--- config.mk ---
export PLATFORM = sky130hd
export DESIGN_NAME = imm_ram
export DESIGN_NICKNAME = d
export VERILOG_FILES = /design/src/design/imm_ram.sv
export SDC_FILE = /design/constraint.sdc
export NUM_CORES = 2
export LEC_CHECK = 0
export ABC_AREA = 1
export ABC_CLOCK_PERIOD_IN_PS = 1300
export BUFFER_PORTS_ARGS = -buffer_cell sky130_fd_sc_hd__buf_2
export CORE_AREA = 2 2 441 443
export DETAILED_ROUTE_END_ITERATION = 12
export DIE_AREA = 0 0 443 445
export PLACE_DENSITY = 0.58
export SYNTH_ARGS = -nofsm -noshare
export SYNTH_HDL_FRONTEND = slang
export SYNTH_SLANG_ARGS = --single-unit
--- constraint.sdc ---
create_clock -name clk -period 1.3 [get_ports clk]
set_input_delay 0.13 -clock clk [delete_from_list [all_inputs] [get_ports clk]]
set_output_delay 0.13 -clock clk [all_outputs]
set_load 0.01 [all_outputs]
--- src/design/imm_ram.sv ---
// single write, single read store with registered read and per-entry valid bits
`timescale 1ns / 1ps
`default_nettype none
module imm_ram #(
    parameter int WIDTH  = 32,
    parameter int DEPTH  = 64,
    parameter int ADDR_W = 6
) (
    input  wire logic              clk,
    input  wire logic              rst_n,
    input  wire logic              we,
    input  wire logic [ADDR_W-1:0] waddr,
    input  wire logic [WIDTH-1:0]  wdata,
    input  wire logic [ADDR_W-1:0] raddr,
    output logic      [WIDTH-1:0]  rdata
);

    logic [WIDTH-1:0] mem_reg [DEPTH];
    logic [DEPTH-1:0] valid_reg;
    logic [WIDTH-1:0] rdata_reg;
    logic             hit_reg;

    always_ff @(posedge clk)
    begin
        if (we)
        begin
            mem_reg[waddr] <= wdata;
        end
        rdata_reg <= mem_reg[raddr];
    end

    always_ff @(posedge clk or negedge rst_n)
    begin
        if (!rst_n)
        begin
            valid_reg <= '0;
            hit_reg   <= 1'b0;
        end
        else
        begin
            if (we)
            begin
                valid_reg[waddr] <= 1'b1;
            end
            hit_reg <= valid_reg[raddr];
        end
    end

    // entries never written read as zero
    assign rdata = hit_reg ? rdata_reg : '0;

endmodule
`default_nettype wire

==> results_dict.tcl <==
set metrics [dict create \
    crit_type "flop to output pin" \
    finalCoreUtilization 0.552 \
    ys_top_cells_by_count "nand2_1, edfxtp_1, nand3_1, buf_2, clkbuf_1" \
    largest_register_ffs 2048 \
    grt_max_degree 66 \
    io_pins 79 \
    synth_top_area_frac 0.715 \
    drv_slew 0 \
    worstReg2RegEnd "rdata_reg[10]$_DFF_P_" \
    overflow 0 \
    cp-end-kind "output pin" \
    ir_drop_v 0.00118 \
    final.setup.tns_ns -23.09 \
    cts_tree "done" \
    ys_seq_elements 2145 \
    clockRootBuffer "clkbuf_16" \
    yosys-top-cells-area "edfxtp_1, nand3_1, nand2_1" \
    die-area_mm2 0.197 \
    p_clk_frac 0.403 \
    drc 0 \
    core_mm2 0.192 \
    p_switching_mw 35.5 \
    cts_inserted_buffers 211 \
    min_from "waddr[0]" \
    initialDrtViolationCount 7243 \
    path_cells "buf_4 -> clkbuf_16 -> nand2_1 -> inv_2 -> buf_12 -> buf_12" \
    status "finished with violations" \
    powerDensity_mw_per_mm2 1420 \
    worst_slew_pin_slew_ns 0.608 \
    start_util 0.448 \
    finClkSkew_ns 0.0464 \
    ys_seq_area_frac 0.741 \
    netlist_instances 7118 \
    intPower_mw 115 \
    min_delay_path_depth 5 \
    p_sw_frac 0.236 \
    cpLargestDelayFamily "buffers and inverters" \
    synth-async-reset-ratio 0.0303 \
    firstDrtPassIters 6 \
    critPathLaunchType "flop" \
    clock_sinks 2145 \
    whs_endpoint "mem_reg[12][9]$_DFFE_PP_" \
    clock_latency_ns 0.89 \
    vias_per_cell 5.70 \
    detail_route.wl_per_cell_um 25.9 \
    num_vias 59249 \
    fin_ws_ns -0.800 \
    grt_pass1_wl_um 388000 \
    final-setup-viol-count 37 \
    fill_cells 15708 \
    syn_area_mm2 0.0860 \
    place_congestion 0.868 \
    path_clk_slew_ns 0.06 \
    crit_start "hit_reg$_DFF_PN0_" \
    fin_crit_sh 1.62 \
    min_path_type "primary input to flop" \
    critPathSlowestCell "dfrtp_2" \
    grtUsageTotal 0.269 \
    die_y_um 445 \
    yosys.area.top_type "edfxtp_1" \
    antenna_found_initial 10 \
    seq_power_share 0.511 \
    cpMostUsedCell "buf_12" \
    synth-main-ff-cell "edfxtp_1" \
    critPathArrivalTime_ns 1.97 \
    rr_worst_depth 8 \
    ant_nets 0 \
    required_ns 1.17 \
    fin_nets 7730 \
    violations "setup timing" \
    reg2reg_from "mem_reg[53][10]$_DFFE_PP_" \
    finalHoldViolations 0 \
    synth_edf_count 2048 \
    synth_fp_nets 7165 \
    drive_above_1_share 0.204 \
    h-tree-depth 4 \
    yosysWarnings 0 \
    leakage_nw 38.8 \
    avgSynthCellArea_um2 12.1 \
    drt_wl_total_um 270000 \
    drv_cap 0 \
    grt_pass1_vias 56317 \
    synth_most_common_cell "nand2_1" \
    rrSetupSlack_ns -0.03 \
    synthDistinctLibCells 21 \
    crit_path_max_fanout 4 \
    fmax_mhz 476 \
    rows 161 \
    p_comb_frac 0.085 \
    place.port_buffers 78 \
    cts_max_path_buffers 3 \
    syn2layout_area_growth_pct 23.2 \
    max_slew_margin 0.594 \
    dp_hpwl_um 166000 \
    rsz0062_at_grt "yes" \
    period_minus_slack_ns 2.10 \
    slowest_delay_ns 0.42 \
    die_x_um 443 \
    cp.buffers_inverters 5 \
]
-- per-stage QoR --
stage                     cells  hold WS, ns  setup WS (ns)  power, mW  instance area, um^2
after floorplan            7118       -0.166          -1.31       83.8                86300
after CTS                 10393      0.00391         -0.852        151               105000
after detailed placement   9956        0.189          -1.04       90.2                96200
after global placement     9956        0.189          -1.05       90.0                96200
final                     10396       0.0664         -0.800        151               106000
after global routing      10392       0.0699         -0.846        155               106000
-- cells in the final DEF, fill, tap and decap left out, types with 2 or more instances in the layout --
cell and count:
nand3_2 193, clkbuf_16 214, nand3_1 1711, clkinv_1 26
nor4_4 8, clkinv_16 7, nand2_8 3, inv_6 2
dfrtp_1 64, dfxtp_2 3, nand2_4 35, nor2_4 56
clkbuf_1 59, edfxtp_1 2048, buf_2 52, inv_16 3
nand4_1 4, buf_12 276, inv_2 18, bufinv_16 14
clkinvlp_4 8, clkbuf_8 23, nand2_2 65, inv_8 2
or2_2 64, nand3_4 59, buf_4 411, nor3_1 4
clkinv_2 42, clkinv_8 5, inv_1 17, dlygate4sd3_1 40
dfxtp_1 29, inv_4 2, nand2_1 2259, diode_2 4
buf_6 30, buf_8 6
-- repair_timing --
item / 4_1_cts / 5_1_grt
pin swaps: 59 / 165
gates cloned: 1 / 3
hold buffers: 41 / 0
resized for setup: 244 / 283
setup endpoints to repair: 65 / 109
setup buffers: 3 / 7
hold endpoints to repair: 2192 / 0
-- power by group through the flow --
stage / Sequential [mW] / Combinational (mW) / Clock, mW
finish: 77.2 / 12.8 / 60.9
detailed placement: 78.6 / 11.6 / 0
global route: 77.2 / 13.7 / 64.2
floorplan: 78.3 / 5.46 / 0
global placement: 78.6 / 11.5 / 0
CTS: 77.1 / 12.3 / 61.5
-- worst max path at each step --
stage	to	cells past startpoint
2_1_floorplan	mem_reg[48][0]$_DFFE_PP_	3
3_3_place_gp	rdata_reg[3]$_DFF_P_	12
3_5_place_dp	rdata_reg[8]$_DFF_P_	13
4_1_cts	rdata[11]	6
5_1_grt	rdata[14]	6
6_report	rdata[16]	6
-- routing by layer --
layer / part of all wire / global-route usage
met1: 0.41 / 0.377
met2: 0.47 / 0.428
met5: 0 / 0
met4: 0.037 / 0.102
met3: 0.082 / 0.0380
-- final cells by class --
class | instances | area [um^2] | share of cell area
Antenna cell | 4 | 10.0 | 0.0000944
Clock buffer | 293 | 5820 | 0.0549
Clock inverter | 103 | 1120 | 0.0106
Inverter | 44 | 210 | 0.00198
Multi-Input combinational cell | 4462 | 22100 | 0.209
Sequential cell | 2145 | 63800 | 0.602
Tap cell | 2526 | 3160 | 0.0298
Timing Repair Buffer | 819 | 9800 | 0.0925
-- cells by family after synthesis --
logic type | synth area share
buf+inv | 0.0333
simple gates | 0.225
flops | 0.741
-- worst register-to-register path: cells and delay by family, from the launching register on --
kind	cells	cell delay [ns]
flip-flops	1	0.36
AND/OR/NAND/NOR	8	0.86
No activity file was read; power rests on OpenSTA's default activity.
