--- src/design/imm_pkg.sv ---
// shared types, constants and helpers for the integer matrix multiplier
`timescale 1ns / 1ps
`default_nettype none
package imm_pkg;

    localparam int MAX_DIM = 8;
    localparam int DEPTH   = MAX_DIM * MAX_DIM;
    localparam int ADDR_W  = (DEPTH > 1) ? $clog2(DEPTH) : 1;
    localparam int CNT_W   = (MAX_DIM > 1) ? $clog2(MAX_DIM) : 1;
    localparam int DATA_W  = 32;
    localparam int CFG_W   = 4;
    localparam int IDX_W   = 3;

    // drain count at which busy drops, so the final result shows with busy low
    localparam logic [1:0] DRAIN_LAST = 2'd1;

    typedef enum logic [1:0] {
        KIND_LOAD_A = 2'd0,
        KIND_LOAD_B = 2'd1,
        KIND_START  = 2'd2
    } kind_t;

    typedef enum logic [1:0] {
        CFG_ROWS  = 2'd0,
        CFG_INNER = 2'd1,
        CFG_COLS  = 2'd2
    } cfg_reg_t;

    typedef enum logic [1:0] {
        ST_IDLE,
        ST_ISSUE,
        ST_DRAIN
    } state_t;

    typedef struct packed {
        logic             valid;
        logic             first;
        logic             last_k;
        logic             last_el;
        logic [CNT_W-1:0] row;
        logic [CNT_W-1:0] col;
    } issue_tag_t;

    // highest index for a dimension register: zero acts as one, clamp to MAX_DIM
    function automatic logic [CNT_W-1:0] dim_last(input logic [CFG_W-1:0] r);
        logic [CNT_W-1:0] res;
        if (r == '0)
        begin
            res = '0;
        end
        else if (32'(r) > MAX_DIM)
        begin
            res = CNT_W'(MAX_DIM - 1);
        end
        else
        begin
            res = CNT_W'(r - CFG_W'(1));
        end
        return res;
    endfunction

endpackage
`default_nettype wire

--- src/design/imm_mac.sv ---
// multiply-accumulate unit: product register, accumulator and result register
`timescale 1ns / 1ps
`default_nettype none
module imm_mac (
    input  wire logic                         clk,
    input  wire logic                         rst_n,
    input  wire imm_pkg::issue_tag_t          tag,
    input  wire logic [imm_pkg::DATA_W-1:0]   a_data,
    input  wire logic [imm_pkg::DATA_W-1:0]   b_data,
    output logic                              strobe,
    output logic [imm_pkg::IDX_W-1:0]         row,
    output logic [imm_pkg::IDX_W-1:0]         col,
    output logic [imm_pkg::DATA_W-1:0]        sum,
    output logic                              last
);

    imm_pkg::issue_tag_t              tag1_reg;
    imm_pkg::issue_tag_t              tag2_reg;
    logic [imm_pkg::DATA_W-1:0]       prod_reg;
    logic [imm_pkg::DATA_W-1:0]       acc_reg;
    logic [imm_pkg::DATA_W-1:0]       acc_next;
    logic                             strobe_reg;
    logic [imm_pkg::IDX_W-1:0]        row_reg;
    logic [imm_pkg::IDX_W-1:0]        col_reg;
    logic [imm_pkg::DATA_W-1:0]       sum_reg;
    logic                             last_reg;

    // low word of the product, wraps like the accumulator
    always_ff @(posedge clk)
    begin
        prod_reg <= imm_pkg::DATA_W'(a_data * b_data);
    end

    assign acc_next = (tag2_reg.first ? '0 : acc_reg) + prod_reg;

    always_ff @(posedge clk)
    begin
        if (tag2_reg.valid)
        begin
            acc_reg <= acc_next;
        end
        if (tag2_reg.valid && tag2_reg.last_k)
        begin
            row_reg  <= imm_pkg::IDX_W'(tag2_reg.row);
            col_reg  <= imm_pkg::IDX_W'(tag2_reg.col);
            sum_reg  <= acc_next;
            last_reg <= tag2_reg.last_el;
        end
    end

    always_ff @(posedge clk or negedge rst_n)
    begin
        if (!rst_n)
        begin
            tag1_reg   <= '0;
            tag2_reg   <= '0;
            strobe_reg <= 1'b0;
        end
        else
        begin
            tag1_reg   <= tag;
            tag2_reg   <= tag1_reg;
            strobe_reg <= tag2_reg.valid && tag2_reg.last_k;
        end
    end

    assign strobe = strobe_reg;
    assign row    = row_reg;
    assign col    = col_reg;
    assign sum    = sum_reg;
    assign last   = strobe_reg && last_reg;

endmodule
`default_nettype wire

--- config.mk ---
export PLATFORM = sky130hd
export DESIGN_NAME = imm_mac
export DESIGN_NICKNAME = d
export VERILOG_FILES = /design/src/design/imm_pkg.sv /design/src/design/imm_mac.sv
export SDC_FILE = /design/constraint.sdc
export NUM_CORES = 1
export LEC_CHECK = 0
export BUFFER_PORTS_ARGS = -buffer_cell sky130_fd_sc_hd__buf_2
export CORE_MARGIN = 3
export CORE_UTILIZATION = 50
export CTS_BUF_LIST = sky130_fd_sc_hd__clkbuf_2 sky130_fd_sc_hd__clkbuf_4 sky130_fd_sc_hd__clkbuf_8
export CTS_CLUSTER_DIAMETER = 40
export DETAILED_ROUTE_END_ITERATION = 10
export PLACE_DENSITY = 0.65
export SYNTH_ARGS = -nofsm -noshare
export SYNTH_HDL_FRONTEND = slang
export SYNTH_SLANG_ARGS = --single-unit
--- constraint.sdc ---
create_clock -name clk -period 7.9 [get_ports clk]
set_clock_uncertainty 0.2 [all_clocks]
set_input_delay 1.58 -clock clk [delete_from_list [all_inputs] [get_ports clk]]
set_output_delay 1.58 -clock clk [all_outputs]
set_load 0.02 [all_outputs]
==> flow_summary_export.csv, run 1 <==
group,metric,value,unit
logic_synthesis,yosys_warnings,0,
floorplan,initial_core_util,0.513,
route,drcViolationCount,0,
worst_setup_path,critPathMostFrequentCell,"fa_1",
worst_setup_path,startpoint,"a_data[13]",
clocking,clock_path_buffers,2,
logic_synthesis,synth_cell_types,50,
route,vias_per_cell,5.13,
logic_synthesis,synthesis.nets,2752,
outcome,status,"finished clean",
sta,tightest_slew,0.914,ns
route,vias,14600,
worst_setup_path,critPathCaptureType,"flip-flop",
clocking,cts_root_buf,"clkbuf_8",
layout,multiInputGateArea,15500,µm²
clocking,post-cts-setup-buffers,0,
global_routing,grt_pass1_wl,84100,µm
logic_synthesis,netlist_area,20600,µm²
logic_synthesis,ys_seq_elements,124,
worst_setup_path,worstPathMaxFanout,14,
clocking,cts_tree,"yes",
sta,fmaxAchievable,0.130,GHz
clocking,clkLatencyLatePin,0.43,ns
floorplan,core-area,40200,µm²
layout,regArea,3300,µm²
sta,setup_viol,0,
worst_setup_path,arrival,7.83,ns
clocking,cts_hold_buf,0,
sta,maxSlewHeadroom,0.391,
sta,setup_tns,0,ns
floorplan,die_w,209,µm
global_routing,grt_max_degree,41,
logic_synthesis,syn_inst,2113,
floorplan,rows,73,
sta,period_share,0.971,
worst_setup_path,critPathBufInv,5,
sta,slew_viol_final,0,
worst_setup_path,cp_top_family,"adder cells",
route,ant_nets,0,
job,cap_violations,0,
sta,hold_viol_final,0,
layout,fill_cells,3587,
worst_hold_path,hold_start,"tag1_reg[6]$_DFF_PN0_",
layout,antennaDiodeCount,0,
clocking,cts_buffers,17,
route,wl_per_cell,17.9,µm
worst_hold_path,hp-class,"flip-flop to flip-flop",
global_routing,grt_pass1_vias,15800,
logic_synthesis,yosysSeqAreaShare,0.160,
layout,final_util,0.579,
worst_setup_path,r2r_start,"tag2_reg[8]$_DFF_PN0_",
logic_synthesis,yosysMostFrequentCell,"fa_1",
worst_setup_path,cpMaxStageDelayCell,"fa_1",
place,post-dp-hpwl,44000,µm
logic_synthesis,synth_area_leaders,"fa_1, edfxtp_1, ha_1, and2_1, inv_1",
place,place.gp.congestion,0.926,
route,firstDrtPassIters,5,
worst_setup_path,path_class,"primary input to flip-flop",
clocking,cts-htree-levels,4,
layout,syn2layout_area_growth,13.0,%
global_routing,grt-ovfl-total,0,
sta,finalCriticalPeriod,7.67,ns
global_routing,antenna_found_initial,1,
global_routing,grt.total_usage,0.242,
clocking,path_clk_slew,0.07,ns
floorplan,dieArea,43700,µm²
floorplan,die_h,209,µm
worst_setup_path,start_kind,"primary input",
layout,fin_nets,2956,
worst_setup_path,crit_required,8.06,ns
worst_setup_path,path_cells,"clkbuf_4 -> and2_1 -> fa_1 -> fa_1 -> fa_1 -> inv_1 -> fa_1 -> inv_1 -> fa_1 -> inv_1 -> fa_1 -> inv_1 -> fa_1 -> fa_1 -> ha_1 -> a21o_1 -> a21oi_1 -> o21ai_1 -> a21oi_2 -> o31ai_2 -> a211o_1 -> a21oi_2 -> xnor2_1",
logic_synthesis,synthFlopType,"edfxtp_1",
clocking,clkSinkCount,124,
layout,layout-drive-gt1-share,0.139,
floorplan,io_pins,116,
logic_synthesis,synth_edf_count,71,
logic_synthesis,yosysTopAreaCell,"fa_1",
route,drtIter0Drc,726,
route,wl,51200,µm
logic_synthesis,async_flop_share,0.169,
logic_synthesis,synth_top_cell_area_share,0.397,
logic_synthesis,yosys-top-cells-count,"fa_1, inv_1, nand2_1, and2_1, ha_1",
logic_synthesis,avgSynthCellArea,9.75,µm²
worst_setup_path,cpPeakStageDelay,0.57,ns
place,io_buffers,115,
-- cells by family (layout without fill, tap and decap cells) --
logic type | Yosys count | in the layout | share of synthesized area
flops | 124 | 124 | 0.160
xor+xnor | 113 | 113 | 0.0480
compound gates | 151 | 151 | 0.0475
fa+ha+maj | 563 | 563 | 0.491
buf+inv | 497 | 714 | 0.0905
simple gates | 665 | 665 | 0.163
-- per-layer routing --
| layer | track usage | wire length [µm] | vias up |
|---|---|---|---|
| met4 | 0.0681 | 1430 | 2 |
| met5 | 0 | 8 | - |
| li1 | - | - | 6740 |
| met2 | 0.385 | 23200 | 447 |
| met3 | 0.0333 | 3290 | 84 |
| met1 | 0.352 | 23200 | 7360 |
-- worst register-to-register path: stages, from the launching register on --
cell	delay [ns]
dfrtp_1	0.32
buf_4	0.33
nor2b_1	0.13
ha_1	0.21
inv_1	0.08
fa_1	0.21
nor2b_1	0.07
o31a_1	0.29
o31ai_2	0.22
o2111ai_2	0.22
a31o_1	0.32
a311o_1	0.41
a21oi_4	0.18
a21oi_2	0.10
o311ai_2	0.31
-- worst paths after layout --
| check | endpoint | depth (start not counted) | slack, ns |
|---|---|---|---|
| worst max-delay path | prod_reg[30]$_DFF_P_ | 23 | 0.23 |
| worst min-delay path | tag2_reg[6]$_DFF_PN0_ | 0 | 0.15 |
| worst max register to register | sum[30]$_DFFE_PP_ | 14 | 4.11 |
| worst min register to register | tag2_reg[6]$_DFF_PN0_ | 0 | 0.15 |
| max in group asynchronous | tag1_reg[8]$_DFF_PN0_ | 1 | 6.29 |
| min in group asynchronous | strobe$_DFF_PN0_ | 1 | 0.89 |
-- placed cells by master (no fill, tap or decap), types with 22 or more instances in the layout --
master | synthesis | layout
a21oi_1 | 53 | 49
and2_1 | 276 | 275
buf_2 | 0 | 112
buf_4 | 0 | 150
dfxtp_1 | 32 | 32
edfxtp_1 | 71 | 71
fa_1 | 409 | 409
ha_1 | 154 | 152
inv_1 | 408 | 408
nand2_1 | 283 | 283
nor2_1 | 30 | 30
nor2b_1 | 39 | 39
xnor2_1 | 91 | 91
xor2_1 | 22 | 22
-- through the flow --
| stage | setup WS [ns] | cells | area [µm²] | hold WS (ns) |
|---|---|---|---|---|
| after floorplan | 0.0367 | 2113 | 20700 | 0.131 |
| after global placement | -0.162 | 2823 | 22800 | 0.133 |
| after detailed placement | -0.331 | 2823 | 22800 | 0.135 |
| after CTS | 0.143 | 2855 | 23200 | 0.152 |
| after global routing | -0.0207 | 2855 | 23300 | 0.156 |
| final | 0.228 | 2855 | 23300 | 0.146 |
-- what timing repair did --
item | in CTS | in global routing
resized for setup | 0 | 9
hold endpoints to repair | 0 | 0
setup endpoints to repair | 0 | 5
-- layout make-up --
class / count / area share
clock buffers: 19 / 0.0112
clock inverters: 13 / 0.00602
inverters: 408 / 0.0658
multi-input cells: 1492 / 0.666
flip-flops and latches: 124 / 0.142
well taps: 525 / 0.0282
repair buffers: 274 / 0.0812
Power of run 1 is not shown: default switching activity piles up to over one toggle a cycle in this logic, so the estimate is an artifact.
==> run 2: changes to the inputs <==
--- a/config.mk
+++ b/config.mk
@@ -11,3 +11,3 @@
 export CTS_BUF_LIST = sky130_fd_sc_hd__clkbuf_2 sky130_fd_sc_hd__clkbuf_4 sky130_fd_sc_hd__clkbuf_8
-export CTS_CLUSTER_DIAMETER = 40
+export CTS_CLUSTER_DIAMETER = 30
 export DETAILED_ROUTE_END_ITERATION = 10
==> constraint.sdc (replaced) <==
create_clock -name clk -period 7.9 [get_ports clk]
set_clock_uncertainty 0.2 [all_clocks]
set_input_delay 0 -clock clk [delete_from_list [all_inputs] [get_ports clk]]
set_output_delay 0 -clock clk [all_outputs]
set_load 0.02 [all_outputs]
==> flow_summary_export.csv, run 2 (same netlist as run 1, synthesis figures left out) <==
group,metric,value,unit
sta,tightest_slew,0.924,ns
floorplan,core-area,40200,µm²
worst_setup_path,path_class,"primary input to flip-flop",
worst_setup_path,crit_required,7.99,ns
layout,fin_nets,2822,
sta,timing.final.ws_setup,1.21,ns
sta,period_share,0.847,
outcome,status,"finished clean",
route,wl_per_cell,18.2,µm
global_routing,grt_max_degree,41,
worst_setup_path,start_kind,"primary input",
clocking,cts_buffers,17,
layout,layout-drive-gt1-share,0.0724,
floorplan,initial_core_util,0.513,
place,place.gp.congestion,0.883,
route,drcViolationCount,0,
floorplan,die_h,209,µm
worst_hold_path,holdPathStages,2,
sta,setup_viol,0,
route,firstDrtPassIters,5,
layout,antennaDiodeCount,0,
clocking,cts-htree-levels,4,
clocking,cts_resized,0,
route,vias,14300,
place,pre_cts_ws,0.903,ns
floorplan,rows,73,
sta,hold_viol_final,0,
worst_setup_path,reg2regPathDepth,14,
global_routing,grt_pass1_wl,82300,µm
sta,rsz0062_at_grt,"false",
clocking,path_clk_slew,0.07,ns
route,ant_nets,0,
clocking,clock_path_buffers,2,
global_routing,antenna_found_initial,0,
route,vias_per_cell,5.24,
worst_setup_path,worstPathMaxFanout,24,
job,cap_violations,0,
sta,fmaxAchievable,0.149,GHz
floorplan,dieArea,43700,µm²
clocking,clkLatencyLatePin,0.43,ns
worst_setup_path,reg2reg_to,"sum[30]$_DFFE_PP_",
route,wl,49600,µm
global_routing,grt.total_usage,0.236,
global_routing,grt_pass1_vias,15600,
sta,slew_viol_final,0,
layout,fill_cells,3700,
place,io_buffers,115,
worst_setup_path,reg2reg_setup_slack,3.89,ns
worst_setup_path,critPathCaptureType,"flip-flop",
sta,setup_tns,0,ns
layout,layout_commonest_cell,"fa_1",
worst_setup_path,r2r_start,"tag2_reg[8]$_DFF_PN0_",
floorplan,io_pins,116,
worst_setup_path,arrival,6.78,ns
clocking,cts_root_buf,"clkbuf_8",
clocking,clkSinkCount,124,
layout,final_cell_mix,"fa_1, inv_1, nand2_1, and2_1, ha_1",
worst_setup_path,critPathCapture,"prod_reg[31]$_DFF_P_",
floorplan,die_w,209,µm
sta,finalCriticalPeriod,6.69,ns
place,post-dp-hpwl,39600,µm
clocking,post-cts-setup-buffers,0,
layout,syn2layout_area_growth,7.56,%
global_routing,grt-ovfl-total,0,
sta,maxSlewHeadroom,0.384,
route,drtIter0Drc,733,
worst_hold_path,hp-class,"primary input to flip-flop",
clocking,cts_tree,"yes",
worst_setup_path,startpoint,"a_data[0]",
-- run 2: final cells by class --
cell class,instances,area (µm²),share of cell area
well taps,525,657,0.0296
multi-input cells,1492,15400,0.697
clock buffers,21,277,0.0125
flip-flops and latches,124,3300,0.149
repair buffers,140,816,0.0368
clock inverters,11,141,0.00638
inverters,408,1530,0.0691
-- run 2: worst max-delay path, cell delays in order --
cell,delay [ns]
dlygate4sd3_1,0.52
buf_2,0.46
buf_4,0.31
and2_1,0.16
ha_1,0.17
fa_1,0.42
ha_1,0.30
inv_1,0.06
fa_1,0.48
inv_1,0.04
ha_1,0.27
ha_1,0.30
fa_1,0.51
fa_1,0.44
ha_1,0.38
a21o_1,0.19
a21o_1,0.18
a21oi_1,0.23
a211oi_1,0.15
or3_1,0.45
a311oi_1,0.45
a21oi_1,0.15
xnor2_1,0.15
-- run 2: metal layers --
| layer | up-vias | global-route usage | routed length (µm) |
|---|---|---|---|
| met3 | 77 | 0.0200 | 2500 |
| met4 | 0 | 0.0695 | 1460 |
| met1 | 7299 | 0.332 | 22000 |
| li1 | 6461 | - | - |
| met5 | - | 0 | 0 |
| met2 | 429 | 0.397 | 23700 |
-- run 2: timing repair --
item / 4_1_cts / 5_1_grt
hold buffers: 21 / 0
endpoints found under the hold margin: 32 / 0
endpoints found under the setup margin: 0 / 0
-- run 2: through the flow --
stage,hold slack (ns),instances,cell area [µm²],util
2_1_floorplan,-0.496,2113,20600,-
3_3_place_gp,-0.233,2668,21500,0.536
3_5_place_dp,-0.228,2668,21500,0.536
4_1_cts,0.000891,2721,22200,0.551
5_1_grt,0.0148,2721,22200,0.551
6_report,0.0321,2721,22200,0.551
-- run 2: worst min-delay path by stage --
stage                     startpoint               endpoint  slack (ns)
after floorplan                rst_n       strobe$_DFF_PN0_       -0.50
after global placement         rst_n       strobe$_DFF_PN0_       -0.23
after detailed placement       rst_n  tag2_reg[6]$_DFF_PN0_       -0.23
after CTS                     tag[3]  tag1_reg[3]$_DFF_PN0_      0.0009
after global routing          tag[5]  tag1_reg[5]$_DFF_PN0_        0.01
final                         tag[5]  tag1_reg[5]$_DFF_PN0_        0.03
Power of run 2 is left out for the same reason.
==> run 3: changes to the inputs <==
- clock period: 7.9 -> 6.2 ns (I/O delays scaled with it)
==> flow_summary_export.csv, run 3 (same netlist as run 1, synthesis figures left out) <==
group,metric,value,unit
outcome,status,"finished clean",
floorplan,dieArea,43700,µm²
global_routing,grt.busiest_layer,"met2",
worst_hold_path,holdPathStages,2,
sta,tightest_slew,0.952,ns
worst_setup_path,critPathMostFrequentCell,"fa_1",
sta,whs,0.0397,ns
floorplan,initial_core_util,0.513,
worst_setup_path,cpPeakStageDelay,0.60,ns
worst_setup_path,reg2regPathDepth,12,
clocking,cts_root_buf,"clkbuf_8",
worst_setup_path,critPathCapture,"prod_reg[30]$_DFF_P_",
worst_setup_path,crit_required,6.34,ns
worst_setup_path,cpMaxStageDelayCell,"fa_1",
route,wl,51100,µm
worst_setup_path,reg2reg_setup_slack,2.31,ns
clocking,clkLatencyLatePin,0.43,ns
place,post-dp-hpwl,44100,µm
global_routing,antenna_found_initial,3,
route,drtIter0Drc,649,
clocking,clock_path_buffers,2,
layout,layout-drive-gt1-share,0.156,
place,place_inst,2854,
global_routing,met2_usage,0.385,
global_routing,grt.total_usage,0.244,
layout,layout_commonest_cell,"fa_1",
layout,multiInputGateArea,15600,µm²
floorplan,core-area,40200,µm²
global_routing,met3_usage,0.0321,
place,place.gp.congestion,0.932,
layout,stdcell_count,2906,
global_routing,grt-ovfl-total,0,
worst_setup_path,path_class,"primary input to flip-flop",
route,wl_per_cell,17.6,µm
worst_hold_path,hp-class,"primary input to flip-flop",
layout,regArea,3300,µm²
sta,finalCriticalPeriod,6.04,ns
global_routing,grt_pass1_wl,84600,µm
job,cap_violations,0,
sta,maxSlewHeadroom,0.365,
layout,syn2layout_area_growth,15.9,%
sta,slew_viol_final,0,
worst_setup_path,worstPathMaxFanout,7,
worst_setup_path,start_kind,"primary input",
route,drcViolationCount,0,
route,vias,14600,
global_routing,grt_pass1_vias,15900,
clocking,cts-htree-levels,4,
route,firstDrtPassIters,5,
route,ant_nets,0,
floorplan,rows,73,
worst_setup_path,startpoint,"a_data[14]",
floorplan,die_w,209,µm
sta,setup_tns,0,ns
layout,final_cell_mix,"fa_1, inv_1, nand2_1, and2_1, buf_4",
place,pre_cts_ws,-0.372,ns
worst_setup_path,path_cells,"buf_4 -> and2_4 -> fa_1 -> fa_1 -> inv_1 -> fa_1 -> fa_1 -> inv_2 -> fa_1 -> inv_1 -> fa_1 -> fa_1 -> fa_1 -> inv_2 -> ha_4 -> a21o_1 -> a21o_1 -> a21oi_2 -> o21ai_2 -> a21oi_2 -> o31ai_4 -> a211o_1 -> a21oi_2 -> xnor2_1",
global_routing,grt_max_degree,41,
floorplan,io_pins,116,
place,io_buffers,115,
sta,timing.final.ws_setup,0.158,ns
clocking,path_clk_slew,0.07,ns
worst_setup_path,critPathCaptureType,"flip-flop",
floorplan,die_h,209,µm
sta,setup_viol,0,
worst_setup_path,reg2reg_to,"acc_reg[31]$_DFFE_PP_",
clocking,cts_buffers,17,
clocking,clkSinkCount,124,
sta,hold_viol_final,0,
sta,period_share,0.974,
sta,fmaxAchievable,0.166,GHz
layout,fin_nets,3006,
worst_setup_path,arrival,6.19,ns
layout,fill_cells,3574,
clocking,cts_tree,"yes",
worst_setup_path,r2r_start,"tag2_reg[8]$_DFF_PN0_",
global_routing,grtUsageMet1,0.358,
route,vias_per_cell,5.02,
clocking,post-cts-setup-buffers,0,
## run 3: worst min-delay path by stage
| stage | startpoint | to |
|---|---|---|
| after CTS | tag[3] | tag1_reg[3]$_DFF_PN0_ |
| after global placement | rst_n | strobe$_DFF_PN0_ |
| after detailed placement | rst_n | strobe$_DFF_PN0_ |
| after floorplan | rst_n | strobe$_DFF_PN0_ |
| final | tag[6] | tag1_reg[6]$_DFF_PN0_ |
| after global routing | tag[6] | tag1_reg[6]$_DFF_PN0_ |
## run 3: area by class of cell
cell class	instances	area share
diodes	1	0.000105
flip-flops and latches	124	0.138
clock inverters	13	0.00686
clock buffers	19	0.0104
well taps	525	0.0275
inverters	408	0.0641
repair buffers	324	0.101
multi-input cells	1492	0.652
## run 3: timing repair
action / CTS / global route
resized for setup: 0 / 66
hold buffers: 19 / 0
setup endpoints to repair: 0 / 10
endpoints found under the hold margin: 31 / 0
## run 3: stage by stage
| step | util | cell area, µm² |
|---|---|---|
| after floorplan | - | 20700 |
| after global placement | 0.575 | 23100 |
| after detailed placement | 0.575 | 23100 |
| after CTS | 0.590 | 23700 |
| after global routing | 0.594 | 23900 |
| final | 0.594 | 23900 |
## run 3: critical path, delay by kind of cell
family / cells / cell delay (ns)
compound gates: 8 / 1.31
simple gates: 1 / 0.17
fa+ha+maj: 9 / 4.22
buf+inv: 5 / 0.35
xor+xnor: 1 / 0.12
## run 3: layer usage
| layer | part of all wire | wire length (µm) |
|---|---|---|
| met1 | 0.47 | 24200 |
| met2 | 0.45 | 23100 |
| met3 | 0.049 | 2520 |
| met4 | 0.025 | 1290 |
| met5 | 0.00049 | 25 |
Power of run 3 is left out for the same reason.
