`config.mk`:
```
export PLATFORM = sky130hd
export DESIGN_NAME = imm_ctrl
export DESIGN_NICKNAME = d
export VERILOG_FILES = /design/src/design/imm_pkg.sv /design/src/design/imm_ctrl.sv
export SDC_FILE = /design/constraint.sdc
export NUM_CORES = 1
export LEC_CHECK = 0
export BUFFER_PORTS_ARGS = -buffer_cell sky130_fd_sc_hd__clkbuf_2
export CELL_PAD_IN_SITES_DETAIL_PLACEMENT = 0
export CELL_PAD_IN_SITES_GLOBAL_PLACEMENT = 1
export CORE_ASPECT_RATIO = 0.7
export CORE_MARGIN = 5
export CORE_UTILIZATION = 34
export DETAILED_ROUTE_END_ITERATION = 10
export PLACE_DENSITY = 0.76
export REMOVE_ABC_BUFFERS = 1
export SYNTH_ARGS = -nofsm -noshare
export SYNTH_HDL_FRONTEND = slang
export SYNTH_SLANG_ARGS = --single-unit
export TNS_END_PERCENT = 50
```
`constraint.sdc`:
```
create_clock -name clk -period 1.6 [get_ports clk]
set_clock_uncertainty 0.15 [all_clocks]
set_input_delay 0.24 -clock clk [delete_from_list [all_inputs] [get_ports clk]]
set_output_delay 0.24 -clock clk [all_outputs]
set_load 0.1 [all_outputs]
```
`src/design/imm_pkg.sv`:
```
// shared types, constants and helpers for the integer matrix multiplier
`timescale 1ns / 1ps
`default_nettype none
package imm_pkg;

    localparam int MAX_DIM = 8;
    localparam int DEPTH   = MAX_DIM * MAX_DIM;
    localparam int ADDR_W  = (DEPTH > 1) ? $clog2(DEPTH) : 1;
    localparam int CNT_W   = (MAX_DIM > 1) ? $clog2(MAX_DIM) : 1;
    localparam int DATA_W  = 32;
    localparam int CFG_W   = 4;
    localparam int IDX_W   = 3;

    // drain count at which busy drops, so the final result shows with busy low
    localparam logic [1:0] DRAIN_LAST = 2'd1;

    typedef enum logic [1:0] {
        KIND_LOAD_A = 2'd0,
        KIND_LOAD_B = 2'd1,
        KIND_START  = 2'd2
    } kind_t;

    typedef enum logic [1:0] {
        CFG_ROWS  = 2'd0,
        CFG_INNER = 2'd1,
        CFG_COLS  = 2'd2
    } cfg_reg_t;

    typedef enum logic [1:0] {
        ST_IDLE,
        ST_ISSUE,
        ST_DRAIN
    } state_t;

    typedef struct packed {
        logic             valid;
        logic             first;
        logic             last_k;
        logic             last_el;
        logic [CNT_W-1:0] row;
        logic [CNT_W-1:0] col;
    } issue_tag_t;

    // highest index for a dimension register: zero acts as one, clamp to MAX_DIM
    function automatic logic [CNT_W-1:0] dim_last(input logic [CFG_W-1:0] r);
        logic [CNT_W-1:0] res;
        if (r == '0)
        begin
            res = '0;
        end
        else if (32'(r) > MAX_DIM)
        begin
            res = CNT_W'(MAX_DIM - 1);
        end
        else
        begin
            res = CNT_W'(r - CFG_W'(1));
        end
        return res;
    endfunction

endpackage
`default_nettype wire

```
`src/design/imm_ctrl.sv`:
```
// sequencer: walks row, column and inner index and issues store reads
`timescale 1ns / 1ps
`default_nettype none
module imm_ctrl (
    input  wire logic                         clk,
    input  wire logic                         rst_n,
    input  wire logic                         go,
    input  wire logic [imm_pkg::CFG_W-1:0]    cfg_rows,
    input  wire logic [imm_pkg::CFG_W-1:0]    cfg_inner,
    input  wire logic [imm_pkg::CFG_W-1:0]    cfg_cols,
    output logic                              busy,
    output logic [imm_pkg::ADDR_W-1:0]        a_raddr,
    output logic [imm_pkg::ADDR_W-1:0]        b_raddr,
    output imm_pkg::issue_tag_t               tag
);

    imm_pkg::state_t              state_reg, state_next;
    logic [imm_pkg::CNT_W-1:0]    i_reg, i_next;
    logic [imm_pkg::CNT_W-1:0]    j_reg, j_next;
    logic [imm_pkg::CNT_W-1:0]    k_reg, k_next;
    logic [imm_pkg::CNT_W-1:0]    nr_reg, nr_next;
    logic [imm_pkg::CNT_W-1:0]    nk_reg, nk_next;
    logic [imm_pkg::CNT_W-1:0]    nc_reg, nc_next;
    logic [1:0]                   drain_reg, drain_next;
    logic                         last_k;
    logic                         last_el;

    assign last_k  = (k_reg == nk_reg);
    assign last_el = last_k && (i_reg == nr_reg) && (j_reg == nc_reg);

    always_comb
    begin
        state_next = state_reg;
        case (state_reg)
            imm_pkg::ST_IDLE:
            begin
                if (go)
                begin
                    state_next = imm_pkg::ST_ISSUE;
                end
            end
            imm_pkg::ST_ISSUE:
            begin
                if (last_el)
                begin
                    state_next = imm_pkg::ST_DRAIN;
                end
            end
            imm_pkg::ST_DRAIN:
            begin
                if (drain_reg == imm_pkg::DRAIN_LAST)
                begin
                    state_next = imm_pkg::ST_IDLE;
                end
            end
            default:
            begin
                state_next = imm_pkg::ST_IDLE;
            end
        endcase
    end

    always_comb
    begin
        i_next     = i_reg;
        j_next     = j_reg;
        k_next     = k_reg;
        nr_next    = nr_reg;
        nk_next    = nk_reg;
        nc_next    = nc_reg;
        drain_next = '0;
        case (state_reg)
            imm_pkg::ST_IDLE:
            begin
                if (go)
                begin
                    i_next  = '0;
                    j_next  = '0;
                    k_next  = '0;
                    nr_next = imm_pkg::dim_last(cfg_rows);
                    nk_next = imm_pkg::dim_last(cfg_inner);
                    nc_next = imm_pkg::dim_last(cfg_cols);
                end
            end
            imm_pkg::ST_ISSUE:
            begin
                if (!last_k)
                begin
                    k_next = k_reg + 1'b1;
                end
                else
                begin
                    k_next = '0;
                    if (j_reg != nc_reg)
                    begin
                        j_next = j_reg + 1'b1;
                    end
                    else
                    begin
                        j_next = '0;
                        i_next = i_reg + 1'b1;
                    end
                end
            end
            imm_pkg::ST_DRAIN:
            begin
                drain_next = drain_reg + 2'd1;
            end
            default:
            begin
                drain_next = '0;
            end
        endcase
    end

    always_comb
    begin
        busy        = (state_reg != imm_pkg::ST_IDLE);
        tag.valid   = (state_reg == imm_pkg::ST_ISSUE);
        tag.first   = (k_reg == '0);
        tag.last_k  = last_k;
        tag.last_el = last_el;
        tag.row     = i_reg;
        tag.col     = j_reg;
        // row-major with stride MAX_DIM
        a_raddr = imm_pkg::ADDR_W'(imm_pkg::ADDR_W'(i_reg) * imm_pkg::ADDR_W'(imm_pkg::MAX_DIM))
                  + imm_pkg::ADDR_W'(k_reg);
        b_raddr = imm_pkg::ADDR_W'(imm_pkg::ADDR_W'(k_reg) * imm_pkg::ADDR_W'(imm_pkg::MAX_DIM))
                  + imm_pkg::ADDR_W'(j_reg);
    end

    always_ff @(posedge clk or negedge rst_n)
    begin
        if (!rst_n)
        begin
            state_reg <= imm_pkg::ST_IDLE;
            i_reg     <= '0;
            j_reg     <= '0;
            k_reg     <= '0;
            nr_reg    <= '0;
            nk_reg    <= '0;
            nc_reg    <= '0;
            drain_reg <= '0;
        end
        else
        begin
            state_reg <= state_next;
            i_reg     <= i_next;
            j_reg     <= j_next;
            k_reg     <= k_next;
            nr_reg    <= nr_next;
            nk_reg    <= nk_next;
            nc_reg    <= nc_next;
            drain_reg <= drain_next;
        end
    end

endmodule
`default_nettype wire
```
==> run summary, run 1 <==
Row Count: 19
Post-synthesis cell count: 147
Max_cap viols: 0
Synth async-reset ratio: 100%
Largest stage delay, worst path: 0.44 ns
Most frequent cell after synthesis: dfrtp_1
Area growth syn-to-layout: 78.8%
Area leader, netlist: dfrtp_1
F_max: 514 MHz
Worst slew pin tran: 0.560 ns
Tmin final: 1.94 ns
DR vias/cell: 4.94
Final Hold Fails: 0
Mapped Area: 1350 sq um
Ys Warns: 0
Vias in the first global route: 1363
Ys flop type: dfrtp_1
Syn_area_per_cell: 9.20 sq um
Status: finished, violations left
Worst hold path depth: 3
Top post-synthesis cells by area: dfrtp_1 (41%), ha_1 (7.4%), buf_4 (6.7%)
TritonCTS clock tree: done
Final HPWL DP: 2750 um
Die height: 62.8 um
DR pass1 iterations: 4
RSZ-0062 raised after global routing: yes
Most frequent cells after synthesis: dfrtp_1 (22), inv_1 (17), nand2_1 (15)
Post-DRT Antenna Nets: 0
Tcrit/Tclk final: 122%
Die Area: 5360 sq um
Critical Path RT: 1.21 ns
Worst hold path type: primary input to flop
H-tree Lvls: 1
Post-synth top area share: 40.7%
Starting Density: 34.9%
Clock buffer depth: 2
CP cell instances: xnor2_2 -> nand3_4 -> nor3_4 -> buf_12
EDFF count, synth: 0
Crit Path Category: flop to output pin
Total track usage: 15.1%
Largest net degree at the start of global routing: 23
Headroom to the max-slew limit: 62.7%
Layout cells sized above 1: 52.1%
Routed wire length: 4130 um
Routability cong.: 0.769
First-pass GRT wire length: 6480 um
Residual DRC: 0
ANT cells: 0
CTS root buf: clkbuf_8
Nets: 237
# port buffers: 37
Num CTS Buffers: 3
Yosys reg bits: 22
Startpoint Class: flop
Total congestion overflow: 0
Core footprint: 3870 sq um
Reg2reg path depth: 6
Avg WL per Cell: 15.6 um
Seq/Total Area, Yosys: 40.7%
Max-slew violations: 0
CP Capture Type: output pin
Sink Count: 22
Antenna violations before repair: 0
Crit-path slowest cell: dfrtp_1
Cell variety after synth: 33
Vias: 1309
Final Setup Violations: 10
PnR worst setup slack: -0.344 ns
Boundary Pins: 38
Worst-path clk slew: 0.08 ns
Die W: 85.4 um
Arrival time at the worst endpoint: 1.55 ns
Iter 0 DRT Violations: 59
Placed Area: 2000 sq um
Design area: 2420 sq um
Clock Latency Late Sink: 0.26 ns
CP max FO: 4
Violated checks: negative setup slack
placed cells by master (no fill, tap or decap), types with 4 or more instances in the layout:
cell type,Yosys,layout
nand2_1,15,15
clkbuf_8,0,4
inv_1,17,14
buf_6,1,13
clkbuf_2,0,14
xnor2_2,0,4
dfrtp_1,22,21
buf_4,12,26
o211ai_1,4,4
ha_1,8,7
nor2_1,11,9
xnor2_1,9,5
a21oi_1,7,6
buf_12,0,22
critical path, delay by kind of cell (launching register included):
family / cells / cell delay (ns)
DFF: 1 / 0.44
and+or+nand+nor: 2 / 0.38
xor gates and xnor gates: 1 / 0.26
buffers and inverters: 1 / 0.21
final cells by class:
class | count | area, sq um
clock buffers | 4 | 55.1
fillers | 304 | 1460
repair buffers | 77 | 870
flip-flops and latches | 22 | 552
multi-input cells | 92 | 800
inverters | 18 | 77.6
well taps | 52 | 65.1
worst paths after layout:
| kind | start | endpoint | slack [ns] |
|---|---|---|---|
| setup / recovery | k_reg[0]$_DFFE_PN0P_ | tag[6] | -0.34 |
| hold / removal | cfg_rows[3] | nr_reg[2]$_DFFE_PN0P_ | 0.13 |
| setup reg to reg | k_reg[0]$_DFFE_PN0P_ | i_reg[0]$_DFFE_PN0P_ | -0.28 |
| hold reg to reg | drain_reg[0]$_DFF_PN0_ | drain_reg[0]$_DFF_PN0_ | 0.30 |
| max in group asynchronous | rst_n | state_reg[0]$_DFFE_PN0P_ | 0.57 |
| min in group asynchronous | rst_n | nk_reg[0]$_DFFE_PN0P_ | 0.33 |
layer usage:
metal | vias up | GRT usage, % | share of wire (%)
li1 | 618 | - | -
met1 | 635 | 18.4 | 40
met2 | 49 | 26.6 | 52
met3 | 7 | 4.22 | 6.3
met4 | 0 | 2.96 | 1.6
met5 | - | 0 | 0
kinds of logic (layout without fill, tap and decap cells):
| family | Yosys count | after routing | synth area share (%) |
|---|---|---|---|
| AOI/OAI and AO/OA | 27 | 27 | 13.1 |
| xor gates and xnor gates | 9 | 9 | 5.83 |
| adders and majority gates | 11 | 11 | 9.62 |
| buffers and inverters | 33 | 99 | 13.1 |
| DFF | 22 | 22 | 40.7 |
| muxes | 1 | 1 | 0.833 |
| and+or+nand+nor | 44 | 44 | 16.7 |
through the flow:
step | TNS, ns | hold WS (ns) | instances | setup WS [ns] | utilization, %
floorplan | -28.00 | -0.206 | 132 | -2.37 | -
global placement | -0.632 | 0.0959 | 244 | -0.170 | 51.5
detailed placement | -1.46 | 0.111 | 244 | -0.280 | 51.5
CTS | -1.19 | 0.127 | 264 | -0.313 | 58.6
global route | -2.29 | 0.143 | 265 | -0.396 | 62.4
finish | -1.52 | 0.125 | 265 | -0.344 | 62.4
repair_timing:
item,in CTS,in global routing
pin swaps,11,7
buffers inserted,15,5
hold buffers,1,0
resized for setup,23,34
endpoints found under the setup margin,16,23
hold endpoints to repair,22,0
Power of run 1 is not shown: default switching activity piles up to over one toggle a cycle in this logic, so the estimate is an artifact.
==> run 2, diff against run 1 <==
Settings changed: CORE_MARGIN 5 to not set.
==> run 2 against run 1 <==
- the run still ends with negative setup slack left
- critical path depth unchanged
- highest routed layer unchanged
- first-iteration DRC count increased by 27%
- sequential cell count unchanged
- largest cell class unchanged
==> run summary, run 2 (same netlist as run 1, synthesis figures left out) <==
Tcrit/Tclk final: 121% (was 122%)
Core footprint: 3670 sq um (was 3870 sq um)
Largest stage delay, worst path: 0.43 ns (was 0.44 ns)
Max_cap viols: 0 (unchanged)
Avg WL per Cell: 15.6 um (about the same)
PnR worst setup slack: -0.332 ns (was -0.344 ns)
Routed wire length: 4030 um (was 4130 um)
Final HPWL DP: 2700 um (was 2750 um)
Nets: 232 (was 237)
Worst slew pin tran: 0.591 ns (was 0.560 ns)
Vias in the first global route: 1370 (was 1363)
Worst hold path type: primary input to flop (unchanged)
Row Count: 18 (was 19)
Dpl cells: 242 (was 244)
Final Setup Violations: 9 (was 10)
Die W: 77.4 um (was 85.4 um)
Crit-path slowest cell: dfrtp_1 (unchanged)
H-tree Lvls: 1 (unchanged)
Crit path launch: j_reg[1]$_DFFE_PN0P_ (was k_reg[0]$_DFFE_PN0P_)
Total track usage: 20.2% (was 15.1%)
Clock Latency Late Sink: 0.28 ns (was 0.26 ns)
Boundary Pins: 38 (unchanged)
Post-Route Utilization: 64.6% (was 62.4%)
Most frequent cells in the layout: dfrtp_1 (22), buf_4 (22), buf_12 (22), nand2_1 (15) (was buf_4 (26), buf_12 (22), dfrtp_1 (21), nand2_1 (15))
Worst Setup Slack post-DPL: -0.194 ns (was -0.280 ns)
Headroom to the max-slew limit: 60.6% (was 62.7%)
Layout cells sized above 1: 51.0% (was 52.1%)
RSZ-0062 raised after global routing: yes (unchanged)
DR vias/cell: 5.15 (was 4.94)
Reg2reg path depth: 6 (unchanged)
Post-DRT Antenna Nets: 0 (unchanged)
CP bufs+invs: 1 (unchanged)
Antenna violations before repair: 0 (unchanged)
Violated checks: negative setup slack (unchanged)
Largest net degree at the start of global routing: 23 (unchanged)
CP Capture Type: output pin (unchanged)
CP Capture Point: tag[6] (unchanged)
Worst-path clk slew: 0.09 ns (was 0.08 ns)
Startpoint Class: flop (unchanged)
Die height: 54.8 um (was 62.8 um)
Vias: 1329 (was 1309)
Area growth syn-to-layout: 75.3% (was 78.8%)
Crit path depth: 4 (unchanged)
F_max: 518 MHz (was 514 MHz)
Status: finished, violations left (unchanged)
Reg2reg end: i_reg[0]$_DFFE_PN0P_ (unchanged)
CTS root buf: clkbuf_8 (unchanged)
# port buffers: 37 (unchanged)
TritonCTS clock tree: done (unchanged)
Final Hold Fails: 0 (unchanged)
DR pass1 iterations: 4 (unchanged)
Crit Path Category: flop to output pin (unchanged)
Critical Path RT: 1.21 ns (about the same)
Residual DRC: 0 (unchanged)
Total congestion overflow: 0 (unchanged)
Arrival time at the worst endpoint: 1.54 ns (was 1.55 ns)
Die Area: 4240 sq um (was 5360 sq um)
CP cell instances: xnor2_2 -> nand3_2 -> nor3_4 -> buf_12 (was xnor2_2 -> nand3_4 -> nor3_4 -> buf_12)
Post-Layout Cell Count: 258 (was 265)
Iter 0 DRT Violations: 75 (was 59)
Tmin final: 1.93 ns (was 1.94 ns)
Starting Density: 36.8% (was 34.9%)
First-pass GRT wire length: 6360 um (was 6480 um)
CP max FO: 2 (was 4)
ANT cells: 0 (unchanged)
Sink Count: 22 (unchanged)
Routability cong.: 0.846 (was 0.769)
Worst R2R Start: nk_reg[2]$_DFFE_PN0P_ (was k_reg[0]$_DFFE_PN0P_)
Setup slack, reg-to-reg: -0.19 ns (was -0.28 ns)
Hold WS: 0.117 ns (was 0.125 ns)
Num CTS Buffers: 3 (unchanged)
CP top delay family: flip-flops (unchanged)
Clock buffer depth: 2 (unchanged)
Max-slew violations: 0 (unchanged)
==> run 2: timing repair <==
| item | CTS | global route |
|---|---|---|
| pin swaps | 12 | 8 |
| endpoints found under the hold margin | 22 | 0 |
| resized for setup | 25 | 28 |
| hold buffers | 1 | 0 |
| cloned | 0 | 0 |
| setup buffers | 10 | 4 |
| setup endpoints to repair | 14 | 18 |
==> run 2: cell type report <==
type | count | area (sq um)
fillers | 274 | 1300
clock buffers | 4 | 55.1
flip-flops and latches | 22 | 551
repair buffers | 72 | 835
well taps | 50 | 62.6
inverters | 18 | 80.1
multi-input cells | 92 | 788
==> run 2: per-stage QoR <==
step	TNS (ns)	cell area (sq um)
finish	-1.34	2370
global route	-1.92	2370
CTS	-1.17	2240
detailed placement	-0.875	1990
global placement	-0.713	1990
floorplan	-28.00	1240
==> run 2: layer usage <==
layer / part of all wire, % / GRT usage, %
met1: 39 / 22.9
met2: 53 / 38.3
met3: 5.9 / 5.67
met4: 1.9 / 5.66
met5: 0 / 0
==> run 2: worst min-delay path by stage <==
stage	cells after the start	from	to
6_report	3	cfg_rows[3]	nr_reg[2]$_DFFE_PN0P_
2_1_floorplan	0	rst_n	drain_reg[0]$_DFF_PN0_
4_1_cts	3	cfg_inner[2]	nk_reg[2]$_DFFE_PN0P_
5_1_grt	3	cfg_rows[0]	nr_reg[0]$_DFFE_PN0P_
3_3_place_gp	1	rst_n	state_reg[0]$_DFFE_PN0P_
3_5_place_dp	1	rst_n	nk_reg[2]$_DFFE_PN0P_
==> run 2: worst reg2reg max path: stages (launching register included) <==
cell	delay (ns)
dfrtp_1	0.41
xnor2_2	0.22
nand3_2	0.17
buf_6	0.17
buf_6	0.12
or4_4	0.42
nand3_2	0.08
Power of run 2 is left out for the same reason.
==> run 3, diff against run 2 <==
Settings changed: CORE_UTILIZATION 34 to 38, PLACE_DENSITY 0.76 to not set, PLACE_DENSITY_LB_ADDON set to 0.1, SLEW_MARGIN set to 20.
Clock period 1.6 ns to 2.2 ns, I/O delays scaled along.
==> run 3 against run 2 <==
- first-iteration DRC count fell by 71%
- largest cell class is now multi-input gates
- the run now ends clean
- final cell count fell by 13%
- critical path depth rose by 1
- sequential cell count did not move
- hold slack improved by 0.099 ns
==> run summary, run 3 (same netlist as run 1, synthesis figures left out) <==
Reg2reg path depth: 5 (was 6)
Status: finished, final reports clean (was finished, violations left)
Post-Route Utilization: 51.0% (was 64.6%)
Layout cells sized above 1: 30.5% (was 51.0%)
Tcrit/Tclk final: 95.8%
DR vias/cell: 4.77 (was 5.15)
Critical Path RT: 1.72 ns (was 1.21 ns)
Starting Density: 41.3% (was 36.8%)
Clock buffer depth: 2 (unchanged)
Worst hold path type: primary input to flop (unchanged)
# port buffers: 37 (unchanged)
Hold endpoint: nk_reg[2]$_DFFE_PN0P_ (was nr_reg[2]$_DFFE_PN0P_)
Hold WS: 0.216 ns (was 0.117 ns)
Worst slew pin tran: 0.562 ns (was 0.591 ns)
ANT cells: 0 (unchanged)
Avg WL per Cell: 12.2 um (was 15.6 um)
Reg2reg end: i_reg[2]$_DFFE_PN0P_ (was i_reg[0]$_DFFE_PN0P_)
Setup slack, reg-to-reg: 0.27 ns (was -0.19 ns)
CP Capture Type: output pin (unchanged)
CP cell instances: xnor2_2 -> nand3_2 -> buf_4 -> inv_2 -> buf_12 (was xnor2_2 -> nand3_2 -> nor3_4 -> buf_12)
Antenna violations before repair: 0 (unchanged)
Final Setup Violations: 0 (was 9)
DR pass1 iterations: 4 (unchanged)
Arrival time at the worst endpoint: 1.63 ns (was 1.54 ns)
Area growth syn-to-layout: 23.4% (was 75.3%)
Final HPWL DP: 2070 um (was 2700 um)
Crit-path slowest cell: dfrtp_1 (unchanged)
Row Count: 17 (was 18)
Worst Setup Slack post-DPL: 0.295 ns (was -0.194 ns)
Die Area: 3810 sq um (was 4240 sq um)
Largest net degree at the start of global routing: 23 (unchanged)
Worst-path clk slew: 0.08 ns (was 0.09 ns)
Routed wire length: 2730 um (was 4030 um)
Crit path launch: k_reg[0]$_DFFE_PN0P_ (was j_reg[1]$_DFFE_PN0P_)
Num CTS Buffers: 3 (unchanged)
Boundary Pins: 38 (unchanged)
Total congestion overflow: 0 (unchanged)
FILL cells: 324 (was 274)
PnR worst setup slack: 0.0922 ns (was -0.332 ns)
Tmin final: 2.11 ns
Most frequent cells in the layout: clkbuf_2 (34), dfrtp_1 (22), inv_1 (17), nand2_1 (15), nor2_1 (11) (was dfrtp_1 (22), buf_4 (22), buf_12 (22), nand2_1 (15))
Vias: 1069 (was 1329)
Vias in the first global route: 1012 (was 1370)
Die W: 73.3 um (was 77.4 um)
Post-CTS Setup Bufs: 0 (was 10)
Total track usage: 16.6% (was 20.2%)
Iter 0 DRT Violations: 22 (was 75)
F_max: 474 MHz
H-tree Lvls: 1 (unchanged)
Largest stage delay, worst path: 0.48 ns (was 0.43 ns)
TritonCTS clock tree: done (unchanged)
Headroom to the max-slew limit: 62.5% (was 60.6%)
Residual DRC: 0 (unchanged)
RSZ-0062 raised after global routing: yes (unchanged)
CTS root buf: clkbuf_8 (unchanged)
Core footprint: 3280 sq um (was 3670 sq um)
Die height: 51.9 um (was 54.8 um)
Max-slew violations: 0 (unchanged)
Max_cap viols: 0 (unchanged)
Sink Count: 22 (unchanged)
Commonest non-fill, non-tap cell in the layout: clkbuf_2
Nets: 201 (was 232)
Worst R2R Start: k_reg[0]$_DFFE_PN0P_ (was nk_reg[2]$_DFFE_PN0P_)
Final Hold Fails: 0 (unchanged)
First-pass GRT wire length: 4640 um (was 6360 um)
Hold path startpoint: cfg_inner[2] (was cfg_rows[3])
Post-DRT Antenna Nets: 0 (unchanged)
Worst hold path depth: 3 (unchanged)
Startpoint Class: flop (unchanged)
Routability cong.: 0.768 (was 0.846)
Clock Latency Late Sink: 0.27 ns (was 0.28 ns)
Crit Path Category: flop to output pin (unchanged)
CP max FO: 10 (was 2)
run 3: cell types whose count changed in the layout (fill, tap and decap cells not counted), sizes merged:
cell	change
bufinv	+1
clkbuf	+18
buf	-50
run 3: worst max-delay path: cells and delay by family (launching register included):
family	cells	cell delay, ns
xor+xnor	1	0.22
buf+inv	3	0.50
simple gates	1	0.15
flops	1	0.48
run 3: per-layer routing:
layer  wire length, um  part of all wire, %  global-route usage, %  up-vias
li1                  -                    -                      -      546
met1              1340                   49                   22.3      491
met2              1190                   44                   25.8       30
met3               177                  6.5                   5.04        2
met4                16                 0.59                   4.81        0
met5                 0                    0                      0        -
run 3: worst max-delay path by stage:
stage                                           to  slack [ns]
after floorplan           state_reg[0]$_DFFE_PN0P_       -1.77
after CTS                                   tag[6]        0.03
after detailed placement      i_reg[2]$_DFFE_PN0P_        0.30
final                                       tag[7]        0.09
after global placement                      tag[6]        0.33
after global routing                        tag[6]      -0.001
run 3: area by class of cell:
class | instances | area, sq um | share of cell area (%)
Tap cell | 47 | 58.8 | 3.52
Timing Repair Buffer | 41 | 263 | 15.7
Multi-Input combinational cell | 92 | 658 | 39.4
Clock inverter | 1 | 30.0 | 1.80
Clock buffer | 3 | 41.3 | 2.47
Sequential cell | 22 | 551 | 33.0
Inverter | 18 | 67.6 | 4.05
run 3: repair_timing:
action                     CTS  global route
hold endpoints to repair    22             0
setup endpoints to repair    1             2
hold buffers                 1             0
pin swaps                    0             1
resized for setup            1             4
run 3: metrics by stage:
step / instances / TNS (ns) / cell area (sq um)
after floorplan: 132 / -13.65 / 1240
after global placement: 219 / 0 / 1550
after detailed placement: 219 / 0 / 1550
after CTS: 224 / 0 / 1640
after global routing: 224 / -0.00114 / 1670
final: 224 / 0 / 1670
Power of run 3 is left out for the same reason.
